`config.mk`:
```
export PLATFORM = sky130hd
export DESIGN_NAME = circular_fifo_queue_unit_flat
export DESIGN_NICKNAME = d
export VERILOG_FILES = /design/src/rtl/core/cfq_pkg.sv /design/src/rtl/core/cfq_ifs.sv /design/src/rtl/core/circular_fifo_queue_unit.sv /design/src/rtl/core/cfq_ram.sv /design/src/rtl/core/cfq_ctrl.sv /design/src/flat_wrapper.sv
export SDC_FILE = /design/constraint.sdc
export NUM_CORES = 1
export LEC_CHECK = 0
export BUFFER_PORTS_ARGS = -buffer_cell sky130_fd_sc_hd__buf_2
export CAP_MARGIN = 20
export CORE_UTILIZATION = 62
export CTS_CLUSTER_DIAMETER = 60
export DETAILED_ROUTE_END_ITERATION = 8
export GPL_TIMING_DRIVEN = 1
export PLACE_DENSITY = 0.8
export SLEW_MARGIN = 0
export SYNTH_ARGS = -nofsm -noshare
export SYNTH_HDL_FRONTEND = slang
export SYNTH_SLANG_ARGS = --single-unit
```
`constraint.sdc`:
```
create_clock -name clk -period 7 [get_ports clk]
set_input_delay 1.05 -clock clk [delete_from_list [all_inputs] [get_ports clk]]
set_output_delay 1.05 -clock clk [all_outputs]
set_load 0.005 [all_outputs]
```
`src/rtl/core/cfq_pkg.sv`:
```
// Package for the circular FIFO queue: field widths, codes, FSM states
// and the control struct passed from the controller to the top level.
package cfq_pkg;

  localparam int CMD_W         = 2;
  localparam int VALUE_W       = 32;
  localparam int STATUS_W      = 2;
  localparam int COUNT_W       = 5;
  localparam int CAP_W         = 5;
  localparam logic [CAP_W-1:0] CAP_RESET = 5'd16;
  localparam int DEPTH_DEF     = 16;
  localparam int ELEM_BITS_DEF = 32;

  typedef enum logic [CMD_W-1:0] {
    CMD_ENQ     = 2'd0,
    CMD_DEQ     = 2'd1,
    CMD_INSPECT = 2'd2
  } cmd_t;

  typedef enum logic [STATUS_W-1:0] {
    ST_OK    = 2'd0,
    ST_FULL  = 2'd1,
    ST_EMPTY = 2'd2
  } status_t;

  typedef enum logic [1:0] {
    S_IDLE,
    S_EXEC,
    S_READ
  } state_t;

  typedef struct packed {
    logic                 load;
    status_t              status;
    logic [COUNT_W-1:0]   count;
    logic                 empty;
    logic                 fwd_front;
    logic                 fwd_back;
  } res_ctl_t;

endpackage

```
`src/rtl/core/cfq_ifs.sv`:
```
// Handshake interfaces for the queue: command, result and capacity write.
// Depends on cfq_pkg for field widths.
interface cfq_in_if;
  import cfq_pkg::*;
  logic               valid;
  logic               ready;
  logic [CMD_W-1:0]   cmd;
  logic [VALUE_W-1:0] push_value;
  modport source (output valid, cmd, push_value, input ready);
  modport sink   (input valid, cmd, push_value, output ready);
endinterface

interface cfq_out_if;
  import cfq_pkg::*;
  logic                valid;
  logic                ready;
  logic [STATUS_W-1:0] status;
  logic [COUNT_W-1:0]  count;
  logic [VALUE_W-1:0]  front_value;
  logic [VALUE_W-1:0]  back_value;
  modport source (output valid, status, count, front_value, back_value, input ready);
  modport sink   (input valid, status, count, front_value, back_value, output ready);
endinterface

interface cfq_cfg_if;
  import cfq_pkg::*;
  logic             valid;
  logic             ready;
  logic [CAP_W-1:0] capacity;
  modport source (output valid, capacity, input ready);
  modport sink   (input valid, capacity, output ready);
endinterface

```
`src/rtl/core/circular_fifo_queue_unit.sv`:
```
// Circular FIFO queue top level: controller, two mirrored slot RAMs, result register.
// Command path: accept in idle, execute with RAM read, then the result register loads in the read state.
// A new command is accepted only after the last result is loaded; the controller waits in read while a result waits.
// The result register frees the controller while a result waits to be taken.
// Reset clears pointers and fill count and sets capacity to 16; slot RAM is not cleared.
// A capacity write empties the queue. Depends on cfq_pkg, cfq_ifs, cfq_ctrl, cfq_ram.
module circular_fifo_queue_unit #(
  parameter int DEPTH        = cfq_pkg::DEPTH_DEF,
  parameter int ELEMENT_BITS = cfq_pkg::ELEM_BITS_DEF
) (
  input  logic      clk,
  input  logic      rst_n,
  cfq_in_if.sink    in_ch,
  cfq_out_if.source out_ch,
  cfq_cfg_if.sink   cfg_ch
);
  import cfq_pkg::*;

  localparam int AW = $clog2(DEPTH);

  res_ctl_t                res;
  logic [ELEMENT_BITS-1:0] fwd_data;
  logic                    ram_we;
  logic [AW-1:0]           ram_waddr;
  logic [ELEMENT_BITS-1:0] ram_wdata;
  logic [AW-1:0]           ram_raddr_front;
  logic [AW-1:0]           ram_raddr_back;
  logic [ELEMENT_BITS-1:0] front_rd;
  logic [ELEMENT_BITS-1:0] back_rd;
  logic                    out_free;

  logic                    out_valid_r;
  logic [STATUS_W-1:0]     status_r;
  logic [COUNT_W-1:0]      count_r;
  logic [VALUE_W-1:0]      front_r, front_nxt;
  logic [VALUE_W-1:0]      back_r, back_nxt;

  assign out_free     = !out_valid_r || out_ch.ready;
  assign cfg_ch.ready = 1'b1;

  cfq_ctrl #(
    .DEPTH        (DEPTH),
    .ELEMENT_BITS (ELEMENT_BITS)
  ) u_ctrl (
    .clk             (clk),
    .rst_n           (rst_n),
    .in_valid        (in_ch.valid),
    .in_ready        (in_ch.ready),
    .in_cmd          (in_ch.cmd),
    .in_value        (in_ch.push_value),
    .cfg_valid       (cfg_ch.valid),
    .cfg_capacity    (cfg_ch.capacity),
    .out_free        (out_free),
    .res             (res),
    .fwd_data        (fwd_data),
    .ram_we          (ram_we),
    .ram_waddr       (ram_waddr),
    .ram_wdata       (ram_wdata),
    .ram_raddr_front (ram_raddr_front),
    .ram_raddr_back  (ram_raddr_back)
  );

  cfq_ram #(
    .WIDTH (ELEMENT_BITS),
    .DEPTH (DEPTH)
  ) u_ram_front (
    .clk   (clk),
    .we    (ram_we),
    .waddr (ram_waddr),
    .wdata (ram_wdata),
    .raddr (ram_raddr_front),
    .rdata (front_rd)
  );

  cfq_ram #(
    .WIDTH (ELEMENT_BITS),
    .DEPTH (DEPTH)
  ) u_ram_back (
    .clk   (clk),
    .we    (ram_we),
    .waddr (ram_waddr),
    .wdata (ram_wdata),
    .raddr (ram_raddr_back),
    .rdata (back_rd)
  );

  always_comb begin
    if (res.empty) begin
      front_nxt = '0;
      back_nxt  = '0;
    end else begin
      front_nxt = VALUE_W'(res.fwd_front ? fwd_data : front_rd);
      back_nxt  = VALUE_W'(res.fwd_back ? fwd_data : back_rd);
    end
  end

  always_ff @(posedge clk) begin
    if (!rst_n) begin
      out_valid_r <= 1'b0;
    end else if (res.load) begin
      out_valid_r <= 1'b1;
    end else if (out_ch.ready) begin
      out_valid_r <= 1'b0;
    end
  end

  always_ff @(posedge clk) begin
    if (res.load) begin
      status_r <= res.status;
      count_r  <= res.count;
      front_r  <= front_nxt;
      back_r   <= back_nxt;
    end
  end

  assign out_ch.valid       = out_valid_r;
  assign out_ch.status      = status_r;
  assign out_ch.count       = count_r;
  assign out_ch.front_value = front_r;
  assign out_ch.back_value  = back_r;

endmodule

```
`src/rtl/core/cfq_ram.sv`:
```
// Generic single-write, single-read synchronous RAM with registered read.
// No dependencies.
module cfq_ram #(
  parameter int WIDTH = 32,
  parameter int DEPTH = 16,
  localparam int AW = $clog2(DEPTH)
) (
  input  logic             clk,
  input  logic             we,
  input  logic [AW-1:0]    waddr,
  input  logic [WIDTH-1:0] wdata,
  input  logic [AW-1:0]    raddr,
  output logic [WIDTH-1:0] rdata
);

  logic [WIDTH-1:0] mem [DEPTH];

  always_ff @(posedge clk) begin
    if (we) begin
      mem[waddr] <= wdata;
    end
    rdata <= mem[raddr];
  end

endmodule

```
`src/rtl/core/cfq_ctrl.sv`:
```
// Queue controller: FSM, head/tail pointers, fill count, capacity register
// and RAM access with write-to-read forwarding. Depends on cfq_pkg.
module cfq_ctrl #(
  parameter int DEPTH        = cfq_pkg::DEPTH_DEF,
  parameter int ELEMENT_BITS = cfq_pkg::ELEM_BITS_DEF,
  localparam int AW    = $clog2(DEPTH),
  localparam int CNT_W = $clog2(DEPTH + 1)
) (
  input  logic                        clk,
  input  logic                        rst_n,
  input  logic                        in_valid,
  output logic                        in_ready,
  input  logic [cfq_pkg::CMD_W-1:0]   in_cmd,
  input  logic [cfq_pkg::VALUE_W-1:0] in_value,
  input  logic                        cfg_valid,
  input  logic [cfq_pkg::CAP_W-1:0]   cfg_capacity,
  input  logic                        out_free,
  output cfq_pkg::res_ctl_t           res,
  output logic [ELEMENT_BITS-1:0]     fwd_data,
  output logic                        ram_we,
  output logic [AW-1:0]               ram_waddr,
  output logic [ELEMENT_BITS-1:0]     ram_wdata,
  output logic [AW-1:0]               ram_raddr_front,
  output logic [AW-1:0]               ram_raddr_back
);
  import cfq_pkg::*;

  state_t               state_r, state_nxt;
  logic [AW-1:0]        head_r, head_nxt;
  logic [AW-1:0]        tail_r, tail_nxt;
  logic [CNT_W-1:0]     fill_r, fill_nxt;
  logic [CAP_W-1:0]     cap_r, cap_nxt;
  status_t              status_r, status_nxt;
  logic                 empty_r, empty_nxt;
  logic                 fwd_front_r, fwd_front_nxt;
  logic                 fwd_back_r, fwd_back_nxt;
  logic [AW-1:0]        front_addr_r, front_addr_nxt;
  logic [AW-1:0]        back_addr_r, back_addr_nxt;
  logic [CMD_W-1:0]     cmd_r;
  logic [ELEMENT_BITS-1:0] val_r;

  logic [CNT_W-1:0]     cap_eff;
  logic [CNT_W-1:0]     head_inc, tail_inc;
  logic [AW-1:0]        head_adv, tail_adv;
  logic                 full;
  logic                 load;

  always_comb begin
    if (cap_r == '0) begin
      cap_eff = CNT_W'(1);
    end else if (32'(cap_r) > 32'(DEPTH)) begin
      cap_eff = CNT_W'(DEPTH);
    end else begin
      cap_eff = CNT_W'(cap_r);
    end
  end

  assign head_inc = CNT_W'(head_r) + CNT_W'(1);
  assign tail_inc = CNT_W'(tail_r) + CNT_W'(1);
  assign head_adv = (head_inc >= cap_eff) ? '0 : AW'(head_inc);
  assign tail_adv = (tail_inc >= cap_eff) ? '0 : AW'(tail_inc);
  assign full     = (fill_r >= cap_eff);

  always_comb begin
    state_nxt      = state_r;
    head_nxt       = head_r;
    tail_nxt       = tail_r;
    fill_nxt       = fill_r;
    cap_nxt        = cap_r;
    status_nxt     = status_r;
    empty_nxt      = empty_r;
    fwd_front_nxt  = 1'b0;
    fwd_back_nxt   = 1'b0;
    front_addr_nxt = front_addr_r;
    back_addr_nxt  = back_addr_r;
    ram_we         = 1'b0;
    in_ready       = 1'b0;
    load           = 1'b0;
    unique case (state_r)
      S_IDLE: begin
        in_ready = 1'b1;
        if (in_valid) begin
          state_nxt = S_EXEC;
        end
      end
      S_EXEC: begin
        status_nxt = ST_OK;
        unique case (cmd_r)
          CMD_ENQ: begin
            if (full) begin
              status_nxt = ST_FULL;
            end else begin
              ram_we   = 1'b1;
              fill_nxt = fill_r + CNT_W'(1);
              tail_nxt = tail_adv;
            end
          end
          CMD_DEQ: begin
            if (fill_r == '0) begin
              status_nxt = ST_EMPTY;
            end else begin
              fill_nxt = fill_r - CNT_W'(1);
              head_nxt = head_adv;
            end
          end
          default: begin
            status_nxt = ST_OK;
          end
        endcase
        front_addr_nxt = head_nxt;
        back_addr_nxt  = (tail_nxt == '0) ? AW'(cap_eff - CNT_W'(1))
                                          : tail_nxt - AW'(1);
        empty_nxt      = (fill_nxt == '0);
        // word written this cycle is not yet visible on the RAM read port
        fwd_front_nxt  = ram_we && (front_addr_nxt == tail_r);
        fwd_back_nxt   = ram_we && (back_addr_nxt == tail_r);
        state_nxt      = S_READ;
      end
      S_READ: begin
        load = out_free;
        if (out_free) begin
          state_nxt = S_IDLE;
        end
      end
      default: begin
        state_nxt = S_IDLE;
      end
    endcase
    if (cfg_valid) begin
      cap_nxt  = cfg_capacity;
      head_nxt = '0;
      tail_nxt = '0;
      fill_nxt = '0;
    end
  end

  always_ff @(posedge clk) begin
    if (!rst_n) begin
      state_r     <= S_IDLE;
      head_r      <= '0;
      tail_r      <= '0;
      fill_r      <= '0;
      cap_r       <= CAP_RESET;
      fwd_front_r <= 1'b0;
      fwd_back_r  <= 1'b0;
    end else begin
      state_r     <= state_nxt;
      head_r      <= head_nxt;
      tail_r      <= tail_nxt;
      fill_r      <= fill_nxt;
      cap_r       <= cap_nxt;
      fwd_front_r <= fwd_front_nxt;
      fwd_back_r  <= fwd_back_nxt;
    end
  end

  always_ff @(posedge clk) begin
    status_r     <= status_nxt;
    empty_r      <= empty_nxt;
    front_addr_r <= front_addr_nxt;
    back_addr_r  <= back_addr_nxt;
    if (in_valid && in_ready) begin
      cmd_r <= in_cmd;
      val_r <= ELEMENT_BITS'(in_value);
    end
  end

  assign ram_waddr       = tail_r;
  assign ram_wdata       = val_r;
  assign ram_raddr_front = (state_r == S_EXEC) ? front_addr_nxt : front_addr_r;
  assign ram_raddr_back  = (state_r == S_EXEC) ? back_addr_nxt : back_addr_r;
  assign fwd_data        = val_r;

  always_comb begin
    res.load      = load;
    res.status    = status_r;
    res.count     = COUNT_W'(fill_r);
    res.empty     = empty_r;
    res.fwd_front = fwd_front_r;
    res.fwd_back  = fwd_back_r;
  end

endmodule

```
`src/flat_wrapper.sv`:
```
// flat-port wrapper written by rule: the top's interface ports become plain ports
module circular_fifo_queue_unit_flat import cfq_pkg::*;
#(
  parameter int DEPTH        = cfq_pkg::DEPTH_DEF,
  parameter int ELEMENT_BITS = cfq_pkg::ELEM_BITS_DEF
)
  (clk, rst_n, in_ch_valid, in_ch_cmd, in_ch_push_value, in_ch_ready, out_ch_valid, out_ch_status, out_ch_count, out_ch_front_value, out_ch_back_value, out_ch_ready, cfg_ch_valid, cfg_ch_capacity, cfg_ch_ready);
  cfq_in_if in_ch_i ();
  cfq_out_if out_ch_i ();
  cfq_cfg_if cfg_ch_i ();
  input  logic clk;
  input  logic rst_n;
  input wire logic [$bits(in_ch_i.valid)-1:0] in_ch_valid;
  input wire logic [$bits(in_ch_i.cmd)-1:0] in_ch_cmd;
  input wire logic [$bits(in_ch_i.push_value)-1:0] in_ch_push_value;
  output wire logic [$bits(in_ch_i.ready)-1:0] in_ch_ready;
  output wire logic [$bits(out_ch_i.valid)-1:0] out_ch_valid;
  output wire logic [$bits(out_ch_i.status)-1:0] out_ch_status;
  output wire logic [$bits(out_ch_i.count)-1:0] out_ch_count;
  output wire logic [$bits(out_ch_i.front_value)-1:0] out_ch_front_value;
  output wire logic [$bits(out_ch_i.back_value)-1:0] out_ch_back_value;
  input wire logic [$bits(out_ch_i.ready)-1:0] out_ch_ready;
  input wire logic [$bits(cfg_ch_i.valid)-1:0] cfg_ch_valid;
  input wire logic [$bits(cfg_ch_i.capacity)-1:0] cfg_ch_capacity;
  output wire logic [$bits(cfg_ch_i.ready)-1:0] cfg_ch_ready;
  assign in_ch_i.valid = in_ch_valid;
  assign in_ch_i.cmd = in_ch_cmd;
  assign in_ch_i.push_value = in_ch_push_value;
  assign in_ch_ready = in_ch_i.ready;
  assign out_ch_valid = out_ch_i.valid;
  assign out_ch_status = out_ch_i.status;
  assign out_ch_count = out_ch_i.count;
  assign out_ch_front_value = out_ch_i.front_value;
  assign out_ch_back_value = out_ch_i.back_value;
  assign out_ch_i.ready = out_ch_ready;
  assign cfg_ch_i.valid = cfg_ch_valid;
  assign cfg_ch_i.capacity = cfg_ch_capacity;
  assign cfg_ch_ready = cfg_ch_i.ready;
  circular_fifo_queue_unit #(.DEPTH(DEPTH), .ELEMENT_BITS(ELEMENT_BITS)) u_core (.clk(clk), .rst_n(rst_n), .in_ch(in_ch_i), .out_ch(out_ch_i), .cfg_ch(cfg_ch_i));
endmodule
```
== After elaboration in Yosys (flattened, before gate mapping) ==
Memories as Yosys holds them, arrays and structs flattened. A register that Yosys moved wholly into a read port is not among the register bits.
Cells that the tools add are included.

* Flip-flop bits (word level): 139
* Bits in latches: 0
* Memory bits (writable): 1,024
* Bits in read-only memories: 0
* Input bits: 44
* Output and inout port bits: 74
* Logic and storage cells: 90
* Memories kept: 2

{| class="wikitable"
|+ Memories
! memory !! words !! width !! read ports !! clocked after Yosys merged registers in !! wr ports !! RTL line !! source
|-
| u_core.u_ram_back.mem || 16 || 32 || 1 || 1 || 1 || cfq_ram.sv:16 || <nowiki>logic [WIDTH-1:0] mem [DEPTH];</nowiki>
|-
| u_core.u_ram_front.mem || 16 || 32 || 1 || 1 || 1 || cfq_ram.sv:16 ||
|}

* $add $sub $neg: 6
* $mul: 0
* Div/mod/pow operators: 0
* Order comparisons: 4
* Equal/unequal tests: 7
* Shift operators: 0
* Muxes and demuxes: 37
* Bitwise gates (word level): 1
* Reductions and logical operators: 15

{| class="wikitable"
|+ Operators with widths
! cell !! count
|-
| $mux 32 || 2
|-
| $mux 4 || 13
|-
| $mux 5 || 5
|-
| $ge 5x5->1 || 3
|-
| $logic_not 5->1 || 3
|-
| $mux 1 || 11
|-
| $add 4x1->5 const B || 2
|-
| $pmux 5 s2 || 1
|-
| $eq 4x4->1 || 2
|-
| $sub 4x1->4 const B || 2
|-
| $mux 2 || 3
|-
| $pmux 2 s3 || 1
|-
| $add 5x1->5 const B || 1
|-
| $gt 5x5->1 const B || 1
|-
| $sub 5x1->5 const B || 1
|-
| $eq 2x1->1 const B || 2
|-
| $logic_not 2->1 || 2
|-
| $logic_not 4->1 || 1
|-
| $ne 2x2->1 const B || 2
|-
| $pmux 2 s2 || 1
|-
| $reduce_and 2->1 || 2
|-
| $logic_and 1x1->1 || 3
|-
| $eq 2x2->1 const B || 1
|-
| $reduce_bool 2->1 || 1
|-
| 4 further kinds || 4
|}

== Logic depth before layout (Yosys ltp) ==
* Depth in word-level cells: 12
* Mapped depth: 20
* Depth with buffers taken out: 18

== Hierarchy ==
Synthesis repeated with hierarchy kept, for this count alone.

* Cell total of the unflattened synthesis: 2,242
* Area, all modules: 46,597.2 µm²

{| class="wikitable"
|+ By module, submodules not included
! module !! times used !! cells each !! area each (µm²) !! sequential area each (µm²)
|-
| cfq_ram at u_core.u_ram_front || 1 || 838 || 19,854.0 || 16,015.4
|-
| cfq_ram at u_core.u_ram_back || 1 || 838 || 19,835.3 || 16,015.4
|-
| cfq_ctrl || 1 || 346 || 3,671.0 || 1,711.6
|-
| circular_fifo_queue_unit || 1 || 220 || 3,236.9 || 2,152.1
|}

== Least setup slack after synthesis ==
OpenSTA, ideal clock, no wires.

* Kind: register -> register
* Start: register u_core.u_ctrl.tail_r[0] (netlist: u_core.u_ctrl.ram_waddr[0])
* End: register u_core.u_ram_back.rdata[21], read port of u_core.u_ram_back.mem
* Library setup time: 0.120 ns
* Arrival time: 4.840 ns
* Required time: 6.880 ns
* Slack: 2.041 ns
* Stages on the path, launching flop included: 18
* Path buffers: 3
* Period minus slack after synthesis: 4.959 ns
* Path through: dfxtp_1 -> buf_2 -> inv_1 -> ha_1 -> ha_1 -> nand2_1 -> o21ai_1 -> maj3_2 -> a2111oi_1 -> a221oi_2 -> a31oi_2 -> ha_1 -> o21ai_0 -> clkbuf_1 -> clkbuf_1 -> mux4_2 -> a22oi_1 -> nand2_1

* Cells in the longest elaborated chain, start to end: 10
* Elaborated cells on any way between the ends: 11
* Those cells by class: add/sub (2); order compare (1); mux (7); reduce/logical (1)

{| class="wikitable"
|+ Ends and longest elaborated chain
! element !! RTL line !! source
|-
| start: declaration || cfq_ctrl.sv:30 || <nowiki>logic [AW-1:0] tail_r, tail_nxt;</nowiki>
|-
| start signal: assignment || cfq_ctrl.sv:149 || <nowiki>tail_r <= tail_nxt;</nowiki>
|-
| $add 4x1->5 || cfq_ctrl.sv:59 || <nowiki>assign tail_inc = CNT_W'(tail_r) + CNT_W'(1);</nowiki>
|-
| $ge 5x5->1 || cfq_ctrl.sv:61 || <nowiki>assign tail_adv = (tail_inc >= cap_eff) ? '0 : AW'(tail_inc);</nowiki>
|-
| $mux 4 || cfq_ctrl.sv:61 ||
|-
| $mux 4 || cfq_ctrl.sv:90 || <nowiki>if (full) begin</nowiki>
|-
| $mux 4 (*) || cfq_ctrl.sv:88 || <nowiki>unique case (cmd_r)</nowiki>
|-
| $mux 4 (*) || cfq_ctrl.sv:79 || <nowiki>unique case (state_r)</nowiki>
|-
| $sub 4x1->4 or $logic_not 4->1 (tied branches) || cfq_ctrl.sv:112, cfq_ctrl.sv:111 ||
|-
| $mux 4 (*) || cfq_ctrl.sv:111 || <nowiki>back_addr_nxt = (tail_nxt == '0) ? AW'(cap_eff - CNT_W'(1))</nowiki>
|-
| $mux 4 (*) || cfq_ctrl.sv:79 ||
|-
| $mux 4 (*) || cfq_ctrl.sv:171 || <nowiki>assign ram_raddr_back = (state_r == S_EXEC) ? back_addr_nxt : back_addr_r;</nowiki>
|-
| end: declaration || cfq_ram.sv:13 || <nowiki>output logic [WIDTH-1:0] rdata</nowiki>
|}

Mark *: on every way between the ends. The rest lies on a longest branch, timed or not. The select of a mux whose other input is x is not followed.
A chain may end at the register's enable or synchronous reset.

== Final worst setup path ==
* Start: register u_core.u_ctrl.tail_r[2] (netlist: u_core.u_ctrl.ram_waddr[2])
* End: register u_core.u_ram_back.rdata[21], read port of u_core.u_ram_back.mem

Same word-level chain as after synthesis.

==> summary.txt <==
Status
  – Status: completed

Worst setup path
  – Worst Setup Path Type: reg2reg
  – Startpoint Class: register
  – Setup crit end: u_core.u_ram_back.rdata[21]
  – Worst path most repeated cell: ha_1
  – Worst path slowest cell: dfxtp_1
  – CP Depth: 16
  – RR Endpoint: u_core.u_ram_back.rdata[21]
  – Worst-path maximum fanout: 48
  – Worst Path Buf+Inv: 2
  – Worst path required time: approximately 7.5 ns
  – R2r setup slk: 1.30 ns
  – Critical Path Max Stage Delay: about 0.76 ns
  – Worst-path cell chain: nand2b_1 > nor2b_1 > inv_1 > ha_1 > a21oi_1 > o21ai_1 > maj3_2 > a2111oi_2 > nor2_1 > a31oi_2 > ha_1 > o21ai_4 > buf_12 > mux4_1 > a22oi_1 > nand2_1
  – RR Startpoint: u_core.u_ctrl.ram_waddr[2]
  – Crit path arrival time: 6.18 ns
  – Crit end category: register
  – Critical Path Start: u_core.u_ctrl.ram_waddr[2]
  – Worst R2R Path Depth: 16
  – Top delay family on crit path: compound AO/OA/AOI/OAI gates

Timing
  – Fin crit period: 5.70 ns
  – Final Setup Violations: 0
  – Fin crit share: approximately four fifths
  – Fmax achieved: 175 MHz
  – Setup TNS: 0 ns
  – Rel. slew slack: roughly a fifth
  – Clk_skew: 0.0262 ns
  – RSZ-0062 raised after global routing: no
  – Final hold vios: 0
  – Pins over their slew limit: 0
  – Slew @ Worst Pin: about 1.2 ns
  – Hold slack: ~0.44 ns

Power and ir drop
  – Leakage: 11.5 nW
  – PD cells: 272 nW/µm²
  – Worst vdd ir: 178 µV

GRT
  – Total global-route track usage: 30.1%
  – Vias in the first global route: about 18000
  – Congestion Overflow GR: 0
  – First-pass GRT wire length: approximately 110000 µm
  – Initial antenna violation count: 0
  – Largest net degree at the start of global routing: between 100 and 150

Logic synthesis
  – Synth Flop Type: edfxtp_1
  – Avg Cell Area, Syn: 18.5 µm²
  – Post-synthesis cell count: 1674
  – #FFs+latches synth: roughly 720
  – Proportion of synthesized chip area in sequential cells: 66.6%
  – Asr flop ratio synth: 0%
  – Syn. warnings: 0
  – Distinct cell type count after synthesis: between 70 and 80
  – Mapped Area: 30900 µm²
  – Syn nets: roughly 1700
  – EDFF count, synth: 628

Clock tree
  – # clock sinks: between 700 and 800
  – Setup Buffers After CTS: 0
  – H-tree depth: 3
  – Root Buffer: clkbuf_16
  – CTS Buffer Depth: 3
  – Hold Buf Count CTS: 0
  – Inserted Clock Buffers: 73
  – Clock slew at reported path FFs: around 0.060 ns
  – Later-pin clock latency in the skew report: around 0.61 ns
  – TritonCTS clock tree: built
  – Post-CTS Resized: 0

Floorplan
  – Starting Density: a little over three fifths
  – Die X: 225 µm
  – Core Area: 49100 µm²
  – Std cell rows: 81
  – # IOs: 118
  – Die height: 225 µm
  – Die area: slightly above 50000 µm²

Layout
  – Fill cell count: 2999
  – N_diodes: 0
  – Layout area overhead: 11.6%
  – Multi-input logic area: 9850 µm²
  – Commonest non-fill, non-tap cell in the layout: edfxtp_1
  – Fin nets: around 1900
  – Register area: a little over 20000 µm²
  – Layout cell share with drive strength beyond 1: 30.0%
  – Commonest cells after routing, fill and taps aside: edfxtp_1, mux4_2, a22oi_1

Drt
  – Via Count: 17600
  – Final antenna-violating net count: 0
  – Routed vias/inst: around 7
  – WL final: 73900 µm
  – Residual DRC count: 0
  – Avg WL per Cell: 29.4 µm
  – 1st-iter DRT viols: 2359
  – First-pass iteration count of the detailed router: 5

Job
  – Max cap viols: 0

Placement
  – Port Buffers: 116
  – Detail Placement HPWL: 38600 µm
  – Placer congestion estimate: 0.839

Min path
  – Hold Path Class: reg2reg
## Yosys cell counts, drive strengths merged (4+ instances only)
| cell | n | area (µm²) |
|---|---|---|
| ha | 21 | 263 |
| buf | 57 | 442 |
| a2111oi | 4 | 61.3 |
| inv | 11 | 41.3 |
| a21o | 4 | 31.3 |
| nor2b | 13 | 81.3 |
| nand3 | 7 | 40.0 |
| clkbuf | 58 | 225 |
| mux2 | 4 | 48.8 |
| xnor2 | 9 | 78.8 |
| a22oi | 129 | 968 |
| nand2b | 9 | 56.3 |
| o21ai | 8 | 40.0 |
| mux2i | 74 | 741 |
| nor3 | 12 | 60.1 |
| edfxtp | 628 | 18900 |
| a21oi | 17 | 85.1 |
| xor2 | 4 | 35.0 |
| dfxtp | 87 | 1740 |
| and3 | 4 | 25.0 |
| mux4 | 256 | 5820 |
| nor2 | 115 | 439 |
| a211oi | 5 | 37.5 |
| or2 | 4 | 27.5 |
| nand2 | 92 | 348 |
| a31oi | 4 | 46.3 |
## cells by family (layout without fill, tap and decap cells)
group           Yosys count  count (layout)  synth area share, %
xor+xnor                 13              13                0.368
other cells               1               1               0.0121
buf+inv                 127             300                 2.30
mux                     334             334                 21.4
compound gates          190             190                 4.65
simple gates            272             272                 3.86
fa+ha+maj                22              22                0.885
flops                   715             715                 66.6
## report_power, final
group | internal [mW] | leakage, nW | switching [mW] | total [mW]
Sequential | 4.76 | 6.41 | 0.0907 | 4.85
Combinational | 0.379 | 3.92 | 0.457 | 0.836
Clock | 2.10 | 1.12 | 1.61 | 3.71
## per-layer routing
metal,track usage [%],part of all wire (%),up-vias
li1,-,-,7149
met1,40.9,37,9020
met2,48.9,49,1199
met3,5.65,11,187
met4,11.5,3.5,0
met5,0,0,-
## stage by stage
| step | power, mW | utilization, % | cell area [µm²] | setup WS, ns | cells |
|---|---|---|---|---|---|
| after floorplan | 5.53 | - | 30900 | 2.04 | 1674 |
| after global placement | 5.75 | 65.8 | 32300 | 1.57 | 2378 |
| after detailed placement | 5.77 | 65.8 | 32300 | 1.32 | 2378 |
| after CTS | 9.44 | 70.4 | 34500 | 1.31 | 2511 |
| after global routing | 9.66 | 70.4 | 34500 | 0.822 | 2511 |
| final | 9.40 | 70.4 | 34500 | 1.30 | 2511 |
## layout make-up
cell class,count,share of cell area (%)
Sequential cell,715,59.7
Multi-Input combinational cell,832,28.5
Clock buffer,101,5.92
Timing Repair Buffer,155,2.71
Tap cell,664,2.41
Clock inverter,32,0.652
Inverter,12,0.130
## state kept, by name, indices dropped and copies added, names as in the netlist, 4 cells and up, named ones only
signal and count:
u_core.out_ch.back_value 32, u_core.out_ch.count 5, u_core.out_ch.front_value 32, u_core.u_ctrl.cap_r 5, u_core.u_ctrl.fill_r 5, u_core.u_ctrl.fwd_data 32, u_core.u_ctrl.head_r 4, u_core.u_ctrl.ram_waddr 4
u_core.u_ram_back.rdata 32, u_core.u_ram_front.mem 512, u_core.u_ram_front.rdata 32
## how the worst min path moves through the flow
stage                                    from                       to  slack, ns  cells past startpoint
floorplan           u_core.u_ctrl.status_r[0]  u_core.out_ch.status[0]       0.40                      0
global placement    u_core.u_ctrl.status_r[0]  u_core.out_ch.status[0]       0.42                      0
detailed placement  u_core.u_ctrl.status_r[0]  u_core.out_ch.status[0]       0.43                      0
CTS                 u_core.u_ctrl.status_r[1]  u_core.out_ch.status[1]       0.44                      0
global route        u_core.u_ctrl.status_r[0]  u_core.out_ch.status[0]       0.45                      0
finish              u_core.u_ctrl.status_r[0]  u_core.out_ch.status[0]       0.44                      0
Power figures use the tool's default switching activity.
